**config.mk**
```make
export PLATFORM = sky130hd
export DESIGN_NAME = timed_sleep_queue
export DESIGN_NICKNAME = d
export VERILOG_FILES = /design/src/hdl/tsq_pkg.sv /design/src/hdl/tsq_ram.sv /design/src/hdl/timed_sleep_queue.sv
export VERILOG_INCLUDE_DIRS = /design/src /design/src/hdl
export SDC_FILE = /design/constraint.sdc
export NUM_CORES = 2
export LEC_CHECK = 0
export BUFFER_PORTS_ARGS = -buffer_cell sky130_fd_sc_hd__buf_2
export CORE_MARGIN = 2
export CORE_UTILIZATION = 39
export CTS_CLUSTER_SIZE = 24
export DETAILED_ROUTE_END_ITERATION = 12
export RECOVER_POWER = 50
export SETUP_SLACK_MARGIN = 0.05
export SLEW_MARGIN = 20
export SYNTH_ARGS = -nofsm -noshare
export SYNTH_HDL_FRONTEND = slang
export SYNTH_SLANG_ARGS = --single-unit
```
**constraint.sdc**
```tcl
create_clock -name i_clk -period 17.3 [get_ports i_clk]
set_input_delay 0 -clock i_clk [delete_from_list [all_inputs] [get_ports i_clk]]
set_output_delay 0 -clock i_clk [all_outputs]
set_load 0.005 [all_outputs]
```
**src/hdl/assert_macros.svh**
```systemverilog
// Assertion macros for the RTL of the sleep queue, included by the top level.
`ifndef ASSERT_MACROS_SVH
`define ASSERT_MACROS_SVH

// Clocked assertion that is switched off while reset is asserted (active low).
`define TSQ_ASSERT(lbl, clk, rstn, prop, msg) \
    lbl: assert property (@(posedge clk) disable iff (!rstn) prop) else $error(msg);

// Clocked assertion that also holds during reset.
`define TSQ_ASSERT_ALWAYS(lbl, clk, prop, msg) \
    lbl: assert property (@(posedge clk) prop) else $error(msg);

`endif

```
**src/hdl/tsq_pkg.sv**
```systemverilog
// Types and constants of the timed sleep queue.
`timescale 1ns / 1ps
`default_nettype none

package tsq_pkg;

    localparam int ID_W   = 8;
    localparam int TICK_W = 63;
    localparam int ENTRY_W = ID_W + TICK_W;

    localparam logic [TICK_W-1:0] TICK_MAX = {TICK_W{1'b1}};

    localparam logic REQ_SLEEP = 1'b0;
    localparam logic REQ_TICK  = 1'b1;

    localparam logic REG_IDLE_ID = 1'b0;

    typedef enum logic [3:0] {
        S_IDLE  = 4'b0001,
        S_SLEEP = 4'b0010,
        S_SCAN  = 4'b0100,
        S_CLOSE = 4'b1000
    } t_state;

endpackage

`default_nettype wire

```
**src/hdl/tsq_ram.sv**
```systemverilog
// Generic simple dual-port RAM with one write port and a registered read port.
`timescale 1ns / 1ps
`default_nettype none

module tsq_ram #(
    parameter int WIDTH = 8,
    parameter int DEPTH = 16
) (
    input  wire logic                     i_clk,
    input  wire logic                     i_we,
    input  wire logic [$clog2(DEPTH)-1:0] i_waddr,
    input  wire logic [WIDTH-1:0]         i_wdata,
    input  wire logic                     i_re,
    input  wire logic [$clog2(DEPTH)-1:0] i_raddr,
    output logic      [WIDTH-1:0]         o_rdata
);

    logic [WIDTH-1:0] r_mem [DEPTH];

    always_ff @(posedge i_clk) begin
        if (i_we) begin
            r_mem[i_waddr] <= i_wdata;
        end
        // The read data holds while no read is issued.
        if (i_re) begin
            o_rdata <= r_mem[i_raddr];
        end
    end

endmodule

`default_nettype wire

```
**src/hdl/timed_sleep_queue.sv**
```systemverilog
// Top level of the timed sleep queue: sleeper table, scan sequencer and ports.
`timescale 1ns / 1ps
`default_nettype none

// The timed sleep queue keeps up to QUEUE_DEPTH sleeping thread ids, in the
// order they went to sleep, each with its 63-bit wake-up tick, and tracks the
// earliest pending wake tick. A sleep request (tuser 0) appends the thread
// unless it is the idle thread set in the idle_id register (address 0), in
// which case nothing changes, or the table is full, in which case the request
// is dropped and its single result carries queue_full. A tick request
// (tuser 1) carries the current time; every entry due at or before it is
// released in table order with one result each (tuser bit 0 set), the rest are
// compacted in place, and a closing result with tlast carries the new earliest
// wake tick, all ones when the table is empty. Every request ends in exactly
// one tlast result. The table lives in one RAM with a registered read port and
// is walked by a small sequencer around a shared tick comparator, one entry per
// cycle while no due entry waits on the output register, with a second
// comparator that tracks the running minimum of the kept entries. A sleep
// request, each due entry and the closing result of a tick request wait while
// the output register still holds a result that m_axis_tready
// has not taken. The input is not ready while a request is in work,
// but it is ready again while the final result still waits in the output
// register. There is no clearing pass after reset; entries at or above the
// fill count are never read.
module timed_sleep_queue
    import tsq_pkg::*;
#(
    parameter int QUEUE_DEPTH = 16
) (
    input  wire logic        i_clk,
    input  wire logic        i_rst_n,

    // Request stream.
    input  wire logic        s_axis_tvalid,
    output logic             s_axis_tready,
    // tdata fields from bit 0: thread_id[7:0], tick_value[70:8], zero pad [71].
    input  wire logic [71:0] s_axis_tdata,
    // tuser fields from bit 0: req_type.
    input  wire logic [0:0]  s_axis_tuser,

    // Result stream.
    output logic             m_axis_tvalid,
    input  wire logic        m_axis_tready,
    // tdata fields from bit 0: woken_id[7:0], next_wake_tick[70:8], zero pad [71].
    output logic      [71:0] m_axis_tdata,
    // tuser fields from bit 0: woken_valid, queue_full.
    output logic      [1:0]  m_axis_tuser,
    output logic             m_axis_tlast,

    // Register port.
    input  wire logic        psel,
    input  wire logic        penable,
    input  wire logic        pwrite,
    input  wire logic [2:0]  paddr,
    input  wire logic [31:0] pwdata,
    output logic      [31:0] prdata,
    output logic             pready
);

    localparam int AW = $clog2(QUEUE_DEPTH);
    localparam int CW = $clog2(QUEUE_DEPTH + 1);
    localparam logic [CW-1:0] DEPTH_C = CW'(QUEUE_DEPTH);

    // Sequencer and request registers.
    t_state              r_state,    n_state;
    logic [ID_W-1:0]     r_idle_id;
    logic [ID_W-1:0]     r_id,       n_id;
    logic [TICK_W-1:0]   r_tick,     n_tick;
    logic [CW-1:0]       r_count,    n_count;
    logic [AW-1:0]       r_rd,       n_rd;
    logic [CW-1:0]       r_wr,       n_wr;
    logic [TICK_W-1:0]   r_next,     n_next;
    logic [TICK_W-1:0]   r_earliest, n_earliest;

    // Output register.
    logic                r_out_valid, n_out_valid;
    logic                r_out_woken, n_out_woken;
    logic [ID_W-1:0]     r_out_id,    n_out_id;
    logic [TICK_W-1:0]   r_out_tick,  n_out_tick;
    logic                r_out_full,  n_out_full;
    logic                r_out_last,  n_out_last;

    // Table RAM ports.
    logic                ram_we;
    logic [AW-1:0]       ram_waddr;
    logic [ENTRY_W-1:0]  ram_wdata;
    logic                ram_re;
    logic [AW-1:0]       ram_raddr;
    logic [ENTRY_W-1:0]  ram_rdata;

    logic                s_acc;
    logic                out_free;
    logic                cfg_wr;
    logic [TICK_W-1:0]   ent_tick;
    logic [ID_W-1:0]     ent_id;
    logic [TICK_W-1:0]   cmp_b;
    logic                cmp_lt;
    logic                step;

    tsq_ram #(
        .WIDTH (ENTRY_W),
        .DEPTH (QUEUE_DEPTH)
    ) u_table (
        .i_clk   (i_clk),
        .i_we    (ram_we),
        .i_waddr (ram_waddr),
        .i_wdata (ram_wdata),
        .i_re    (ram_re),
        .i_raddr (ram_raddr),
        .o_rdata (ram_rdata)
    );

    assign s_axis_tready = (r_state == S_IDLE);
    assign s_acc         = s_axis_tvalid && s_axis_tready;
    assign out_free      = !r_out_valid || m_axis_tready;

    assign ent_id   = ram_rdata[ID_W-1:0];
    assign ent_tick = ram_rdata[ENTRY_W-1:ID_W];

    // The shared comparator: the request tick against the earliest tick on a
    // sleep, against the stored wake tick during the scan. On the scan, a
    // request tick below the wake tick means the entry stays asleep.
    assign cmp_b  = (r_state == S_SCAN) ? ent_tick : r_earliest;
    assign cmp_lt = (r_tick < cmp_b);

    // Register port. Only one register exists, at word address 0.
    assign pready = 1'b1;
    assign cfg_wr = psel && penable && pwrite && pready && (paddr[2] == REG_IDLE_ID);

    always_comb begin
        prdata = '0;
        if (paddr[2] == REG_IDLE_ID) begin
            prdata = {{(32 - ID_W){1'b0}}, r_idle_id};
        end
    end

    always_comb begin
        n_state     = r_state;
        n_id        = r_id;
        n_tick      = r_tick;
        n_count     = r_count;
        n_rd        = r_rd;
        n_wr        = r_wr;
        n_next      = r_next;
        n_earliest  = r_earliest;

        n_out_valid = r_out_valid && !m_axis_tready;
        n_out_woken = r_out_woken;
        n_out_id    = r_out_id;
        n_out_tick  = r_out_tick;
        n_out_full  = r_out_full;
        n_out_last  = r_out_last;

        ram_we    = 1'b0;
        ram_waddr = r_count[AW-1:0];
        ram_wdata = {r_tick, r_id};
        ram_re    = 1'b0;
        ram_raddr = '0;
        step      = 1'b0;

        case (r_state)
            S_IDLE: begin
                if (s_acc) begin
                    n_id   = s_axis_tdata[ID_W-1:0];
                    n_tick = s_axis_tdata[ENTRY_W-1:ID_W];
                    n_rd   = '0;
                    n_wr   = '0;
                    n_next = TICK_MAX;
                    if (s_axis_tuser[0] == REQ_SLEEP) begin
                        n_state = S_SLEEP;
                    end else if (r_count == '0) begin
                        n_state = S_CLOSE;
                    end else begin
                        ram_re    = 1'b1;
                        ram_raddr = '0;
                        n_state   = S_SCAN;
                    end
                end
            end

            S_SLEEP: begin
                if (out_free) begin
                    n_out_full = 1'b0;
                    if (r_id != r_idle_id) begin
                        if (r_count < DEPTH_C) begin
                            ram_we  = 1'b1;
                            n_count = r_count + CW'(1);
                            if (cmp_lt) begin
                                n_earliest = r_tick;
                            end
                        end else begin
                            n_out_full = 1'b1;
                        end
                    end
                    n_out_valid = 1'b1;
                    n_out_woken = 1'b0;
                    n_out_id    = '0;
                    n_out_tick  = n_earliest;
                    n_out_last  = 1'b1;
                    n_state     = S_IDLE;
                end
            end

            S_SCAN: begin
                if (cmp_lt) begin
                    // Still asleep: move it down to the compaction slot.
                    step      = 1'b1;
                    ram_we    = 1'b1;
                    ram_waddr = r_wr[AW-1:0];
                    ram_wdata = ram_rdata;
                    n_wr      = r_wr + CW'(1);
                    if (ent_tick < r_next) begin
                        n_next = ent_tick;
                    end
                end else if (out_free) begin
                    step        = 1'b1;
                    n_out_valid = 1'b1;
                    n_out_woken = 1'b1;
                    n_out_id    = ent_id;
                    n_out_tick  = '0;
                    n_out_full  = 1'b0;
                    n_out_last  = 1'b0;
                end
                if (step) begin
                    if (CW'(r_rd) + CW'(1) == r_count) begin
                        n_state = S_CLOSE;
                    end else begin
                        n_rd      = r_rd + AW'(1);
                        ram_re    = 1'b1;
                        ram_raddr = r_rd + AW'(1);
                    end
                end
            end

            S_CLOSE: begin
                if (out_free) begin
                    n_count     = r_wr;
                    n_earliest  = r_next;
                    n_out_valid = 1'b1;
                    n_out_woken = 1'b0;
                    n_out_id    = '0;
                    n_out_tick  = r_next;
                    n_out_full  = 1'b0;
                    n_out_last  = 1'b1;
                    n_state     = S_IDLE;
                end
            end

            default: begin
                n_state = S_IDLE;
            end
        endcase
    end

    always_ff @(posedge i_clk) begin
        if (!i_rst_n) begin
            r_state     <= S_IDLE;
            r_idle_id   <= '0;
            r_count     <= '0;
            r_earliest  <= TICK_MAX;
            r_out_valid <= 1'b0;
            r_rd        <= '0;
            r_wr        <= '0;
        end else begin
            r_state     <= n_state;
            r_count     <= n_count;
            r_earliest  <= n_earliest;
            r_out_valid <= n_out_valid;
            r_rd        <= n_rd;
            r_wr        <= n_wr;
            if (cfg_wr) begin
                r_idle_id <= pwdata[ID_W-1:0];
            end
        end
    end

    // Payload registers carry no reset.
    always_ff @(posedge i_clk) begin
        r_id        <= n_id;
        r_tick      <= n_tick;
        r_next      <= n_next;
        r_out_woken <= n_out_woken;
        r_out_id    <= n_out_id;
        r_out_tick  <= n_out_tick;
        r_out_full  <= n_out_full;
        r_out_last  <= n_out_last;
    end

    assign m_axis_tvalid = r_out_valid;
    assign m_axis_tdata  = {1'b0, r_out_tick, r_out_id};
    assign m_axis_tuser  = {r_out_full, r_out_woken};
    assign m_axis_tlast  = r_out_last;

`include "assert_macros.svh"

    `TSQ_ASSERT(a_count_bound, i_clk, i_rst_n,
        (r_count <= DEPTH_C), "sleeper count above depth")
    `TSQ_ASSERT(a_one_at_a_time, i_clk, i_rst_n,
        (s_acc |=> !s_axis_tready), "request taken while busy")
    `TSQ_ASSERT(a_compact_behind, i_clk, i_rst_n,
        ((r_state == S_SCAN) |-> (r_wr <= CW'(r_rd))), "compaction slot passed scan pointer")
    `TSQ_ASSERT(a_full_means_full, i_clk, i_rst_n,
        ((r_out_valid && r_out_full) |-> (r_count == DEPTH_C)), "queue_full reported with room left")

endmodule

`default_nettype wire

```
; ---- Word level (Yosys, flattened, before mapping)
; Memories as Yosys holds them, arrays and structs flattened. A register that Yosys moved wholly into a read port is not among the register bits.
; Cells that the tools add are included.
[classes]
addsub = 4
multipliers = 0
div = 0
magnitude_cmp = 3
eq_ne = 19
shifts = 0
muxes = 76
bitwise_logic = 1
reduce_logical = 24
[op_table]
columns = operator, n
row1 = $mux 63, 11
row2 = $pmux 63 s2, 2
row3 = $pmux 63 s3, 1
row4 = $mux 71, 2
row5 = $lt 63x63->1, 2
row6 = $mux 4, 14
row7 = $mux 8, 4
row8 = $mux 5, 6
row9 = $mux 1, 25
row10 = $pmux 5 s2, 2
row11 = $ne 2x2->1 const B, 8
row12 = $pmux 8 s2, 1
row13 = $reduce_and 4->1, 4
row14 = $pmux 4 s3, 1
row15 = $add 5x1->5 const B, 2
row16 = $ne 2x1->1 const B, 5
row17 = $pmux 1 s2, 5
row18 = $reduce_and 5->1, 2
row19 = $reduce_and 3->1, 3
row20 = $ne 8x8->1, 1
row21 = $pmux 4 s2, 1
row22 = $reduce_bool 2->1, 3
row23 = $add 4x1->5 const B, 1
row24 = $eq 5x5->1, 1
row25 = other kinds (15), 20
[word_totals]
ff_bits = 298
latchBits = 0
mem_bits_rw = 1136
romBits = 0
inputBits = 115
n_memories = 1
[memory_table]
columns = name, words, width, read_ports, rd_clocked_by_memory_dff, wr, line
row1 = u_table.r_mem, 16, 71, 1, 1, 1, tsq_ram.sv:18  ; logic [WIDTH-1:0] r_mem [DEPTH];

; ---- Longest topological paths before layout
[logic_depth]
depth_word = 8
ltp_mapped = 18
depth_no_buf = 13

; ---- Hierarchy
; From an unflattened synthesis, not the netlist that was laid out.
[hier_totals]
cells_unflattened = 3326
area_unflattened_um2 = 61352.6
[by_module_without_submodules]
columns = mod, instances, cells_per_inst, area_each_um2
row1 = tsq_ram, 1, 1826, 44622.8
row2 = timed_sleep_queue, 1, 1500, 16729.8

; ---- Worst setup path after synthesis
; OpenSTA, ideal clock, no wires.
[synth_timing]
kind = register to register
start = reg r_state[3]
end = reg r_out_tick[0] (enable)
arrival_ps = 8150
required_time_ps = 16722
slack_ps = 8572
stages_incl_launch_ff = 15
period_less_slack_ps = 8728
cell_sequence = dfxtp_1 -> nor4b_4 -> clkbuf_1 -> clkbuf_1 -> buf_1 -> a21oi_1 -> ha_1 -> nand4_1 -> nor4_1 -> nand4_1 -> a211oi_1 -> a211oi_2 -> and3_1 -> clkbuf_1 -> a211oi_1
[synth_between]
elab_chain_len = 5
[synth_lines]
columns = item, line
row1 = start: declaration, timed_sleep_queue.sv:65  ; t_state r_state, n_state;
row2 = start signal: assignment, timed_sleep_queue.sv:265  ; r_state <= n_state;
row3 = $eq 4x3->1, "timed_sleep_queue.sv:123, timed_sleep_queue.sv:161"
row4 = $mux 63, timed_sleep_queue.sv:123  ; assign cmp_b = (r_state == S_SCAN) ? ent_tick : r_earliest;
row5 = $lt 63x63->1, timed_sleep_queue.sv:124  ; assign cmp_lt = (r_tick < cmp_b);
row6 = $ne 2x2->1 (no source line), -
row7 = $reduce_and 5->1 (no source line) *, -
row8 = end signal: assignment, timed_sleep_queue.sv:284  ; r_out_tick <= n_out_tick;
row9 = end: declaration, timed_sleep_queue.sv:79  ; logic [TICK_W-1:0] r_out_tick, n_out_tick;
; Every way passes the cells marked *; elsewhere a longest branch is shown, timed or not.
; A chain may end at the register's enable or synchronous reset.

; ---- Worst setup path after layout
[layout_timing]
start = reg r_state[2]
end = reg u_table.o_rdata[5], read port of u_table.r_mem (data pin)
[layout_between]
elab_chain_len = 7
[layout_lines]
columns = item, line
row1 = $eq 4x3->1, "timed_sleep_queue.sv:123, timed_sleep_queue.sv:161"
row2 = $mux 63, timed_sleep_queue.sv:123
row3 = $lt 63x63->1, timed_sleep_queue.sv:124
row4 = $mux 1, timed_sleep_queue.sv:205  ; if (cmp_lt) begin
row5 = $mux 1, timed_sleep_queue.sv:161  ; case (r_state)
row6 = $mux 1 or $mux 4 (tied branches), timed_sleep_queue.sv:224  ; if (step) begin
row7 = $pmux 1 s2 or $mux 4 (tied branches), -
row8 = end: declaration, tsq_ram.sv:15  ; output logic [WIDTH-1:0] o_rdata
; Several ways; a longest one is shown, not always the timed one. The select of a mux whose other input is x is not followed.

==> flow_metrics.env <==
export IMPL_status="finished with violations"
export IMPL_violations="max-capacitance violations, max-slew violations"
export IMPL_cp_start_kind="flop"
export IMPL_final_hold_violation_count=0
export IMPL_fin_crit_ns=12.41
export IMPL_antenna_found_initial=3
export IMPL_fin_util_pct=45.2
export IMPL_grt_pass1_vias=38482
export IMPL_wl_met3_um=12500
export IMPL_yosysUniqueCellTypes=63
export IMPL_final_period_utilization_pct=71.7
export IMPL_combPwrFrac_pct=10.1
export IMPL_drive_gt1_share_pct=8.60
export IMPL_pre_cts_ws_ns=8.50
export IMPL_dieArea_mm2=0.165
export IMPL_endpoint_kind="flop"
export IMPL_drcViolationCount=0
export IMPL_routed_via_density=5.67
export IMPL_required_ns=17.90
export IMPL_clockBufferDepth=3
export IMPL_netlist_instances=4355
export IMPL_track_usage_pct=20.9
export IMPL_cp_max_fo=63
export IMPL_arrival_ns=13.01
export IMPL_cp_top_family="buffers and inverters"
export IMPL_synth_top_area_cell="edfxtp_1"
export IMPL_ios=225
export IMPL_cts_htree_levels=4
export IMPL_holdCritPathClass="in -> reg"
export IMPL_dr_pass1_iters=6
export IMPL_antenna_left=0
export IMPL_numCtsBuffers=148
export IMPL_powerDensity_mw_per_mm2=117
export IMPL_grt_max_degree=188
export IMPL_rows=147
export IMPL_clock_sinks=1505
export IMPL_seqPwrFrac_pct=52.0
export IMPL_overflow=0
export IMPL_core_area_mm2=0.160
export IMPL_cts_resized=0
export IMPL_p_sw_share_pct=25.0
export IMPL_irDropWorstVdd_mv=0.114
export IMPL_area_growth_pct=15.1
export IMPL_p_int_mw=6.34
export IMPL_timing_critical_path_buf_inv=5
export IMPL_portBuffers=171
export IMPL_fin_ws_ns=4.89
export IMPL_wire_per_inst_um=25.3
export IMPL_skew_ns=0.0305
export IMPL_vias=39157
export IMPL_max_slew_margin_pct=-125
export IMPL_ys_seq_elements=1505
export IMPL_clock_root_buffer="clkbuf_16"
export IMPL_worstSkewPairLatency_ns=0.80
export IMPL_fin_tns_setup_ns=0
export IMPL_synth_top_area_share_pct=67.5
export IMPL_synth_edf_count=1415
export IMPL_rsz0062_at_grt="no"
export IMPL_path_clk_slew_ns=0.06
export IMPL_met1_length_um=72200
export IMPL_cts_tree="done"
export IMPL_crit_slowest_cell="clkbuf_1"
export IMPL_stdcell_count=6907
export IMPL_cts_setup_buffers=0
export IMPL_initial_utilization_pct=39.3
export IMPL_crit_top_cell="clkbuf_1"
export IMPL_final_setup_viol_count=0
export IMPL_worst_pin_slew_ns=3.38
export IMPL_synth_main_ff_cell="edfxtp_1"
export IMPL_yosysSeqAreaShare_pct=70.4
export IMPL_top_layer_used="met5"
export IMPL_place_area_mm2=0.0661
export IMPL_fmax_mhz=80.6
export IMPL_synth_area_mm2=0.0630
export IMPL_finalMaxSlewViolations=328
export IMPL_chipWidth_um=406
export IMPL_nets=4869
export IMPL_place_congestion=0.837
export IMPL_post_place_cells=6455
export IMPL_drv_cap=8
export IMPL_synth_most_common_cell="edfxtp_1"
export IMPL_holdBufCountCts=181
export IMPL_fill_cells=14011
export IMPL_ys_top_cells_by_count="edfxtp_1, mux2i_1, nand2_1"
export IMPL_routed_wl_met2_um=84500
export IMPL_crit_chain="nor4b_1, clkbuf_1, clkbuf_1, buf_4, clkbuf_1, a21oi_1, ha_1, and4_1, nand2_1, a211oi_1, a211oi_1, a21o_1, nand3_4, clkbuf_1, a221oi_1, a211oi_1"
export IMPL_die_y_um=406
export IMPL_avgSynthCellArea_um2=14.5
export IMPL_path_class="reg -> reg"
export IMPL_max_stage_delay_ns=2.38
export IMPL_wirelength_um=174000
export IMPL_hpwl_um=93900
export IMPL_synth_warnings=0
export IMPL_postSynth_asyncResetShare_pct=0
export IMPL_clkPwrFrac_pct=37.9
export IMPL_stdcell_area_mm2=0.0725
export IMPL_net_switching_power_mw=2.11
export IMPL_synthTopCellsByArea="edfxtp_1, mux2i_1, a221oi_1"
export IMPL_grt_first_pass_wirelength_um=254000
export IMPL_p_leak_nw=24.3
export IMPL_first_iter_violations=3756
## tightest hold or removal path: stages
cell,delay (ns)
dlygate4sd3_1,0.51
buf_2,0.12
nor2b_1,0.08
nor2_1,0.11
nor2_1,0.04
## state kept, by name, summed over array words and instances, names as in the netlist
register         flops
r_rd                 4
r_idle_id            8
r_id                 8
r_out_full           1
r_count              5
r_tick              63
r_wr                 5
r_out_id             8
r_state              4
u_table.o_rdata     71
r_next              63
m_axis_tvalid        1
u_table.r_mem     1136
r_out_tick          63
m_axis_tlast         1
r_earliest          63
r_out_woken          1
## power groups by stage
stage / combinational (mW) / sequential [mW] / clock, mW
after floorplan: 0.505 / 4.43 / 0
after global placement: 0.809 / 4.46 / 0
after detailed placement: 0.826 / 4.46 / 0
after CTS: 0.860 / 4.39 / 3.26
after global routing: 0.942 / 4.40 / 3.38
final: 0.857 / 4.39 / 3.21
## cells by family (layout without fill, tap and decap cells)
kind of cell	Yosys count	count (layout)	share of synthesized area, %
other	2	29	0.0119
multiplexers	419	419	6.66
flip-flops	1505	1505	70.4
AND/OR/NAND/NOR	708	708	5.06
buffers and inverters	460	825	2.99
XOR/XNOR	17	17	0.260
AO/OA/AOI/OAI	1116	1116	12.1
adder cells (fa/ha/maj)	128	128	2.54
## layer usage
| metal | vias up | track usage (%) |
|---|---|---|
| li1 | 17503 | - |
| met3 | 321 | 3.62 |
| met1 | 19828 | 27.5 |
| met4 | 2 | 6.67 |
| met2 | 1503 | 35.0 |
| met5 | - | 0 |
## area by class of cell
type	count	area (um^2)	area share (%)
multi-input cells	2414	17100	23.5
inverters	134	504	0.696
diodes	3	7.51	0.0104
flip-flops and latches	1505	44300	61.1
well taps	2160	2700	3.73
clock buffers	190	3910	5.40
repair buffers	423	3120	4.31
clock inverters	78	848	1.17
## stage by stage
| step | hold slack, ns | power (mW) |
|---|---|---|
| 6_report | 0.125 | 8.46 |
| 2_1_floorplan | 0.0302 | 4.94 |
| 3_3_place_gp | 0.176 | 5.27 |
| 4_1_cts | 0.116 | 8.50 |
| 3_5_place_dp | 0.178 | 5.29 |
| 5_1_grt | 0.170 | 8.73 |
## final timing paths
kind	startpoint	end	slack, ns	depth (start not counted)
worst max-delay path	r_state[2]	u_table.o_rdata[5]	4.89	16
worst min-delay path	m_axis_tready	m_axis_tvalid	0.12	5
worst min register to register	r_rd[3]	r_rd[3]	0.52	2
worst max register to register	r_state[2]	u_table.o_rdata[5]	4.89	16
## cell usage in the layout, fill, tap and decap left out, types with 13 or more instances in the layout
master,count
mux2i_1,419
clkinv_2,21
nand2_1,408
a21o_1,17
clkbuf_16,149
a21boi_0,61
o221ai_1,66
nand4_1,22
and2_4,13
clkinv_1,27
dlygate4sd3_1,181
nand3_1,15
clkbuf_1,118
buf_4,61
nor2b_1,14
dfxtp_1,89
a21oi_1,331
bufinv_16,13
nand2b_1,74
edfxtp_1,1415
o211ai_1,73
nor2_1,99
a221oi_1,289
buf_2,98
inv_1,132
a211oi_1,85
conb_1,26
o21ai_0,161
ha_1,127
Note: power is estimated with default switching activity, not from simulation.
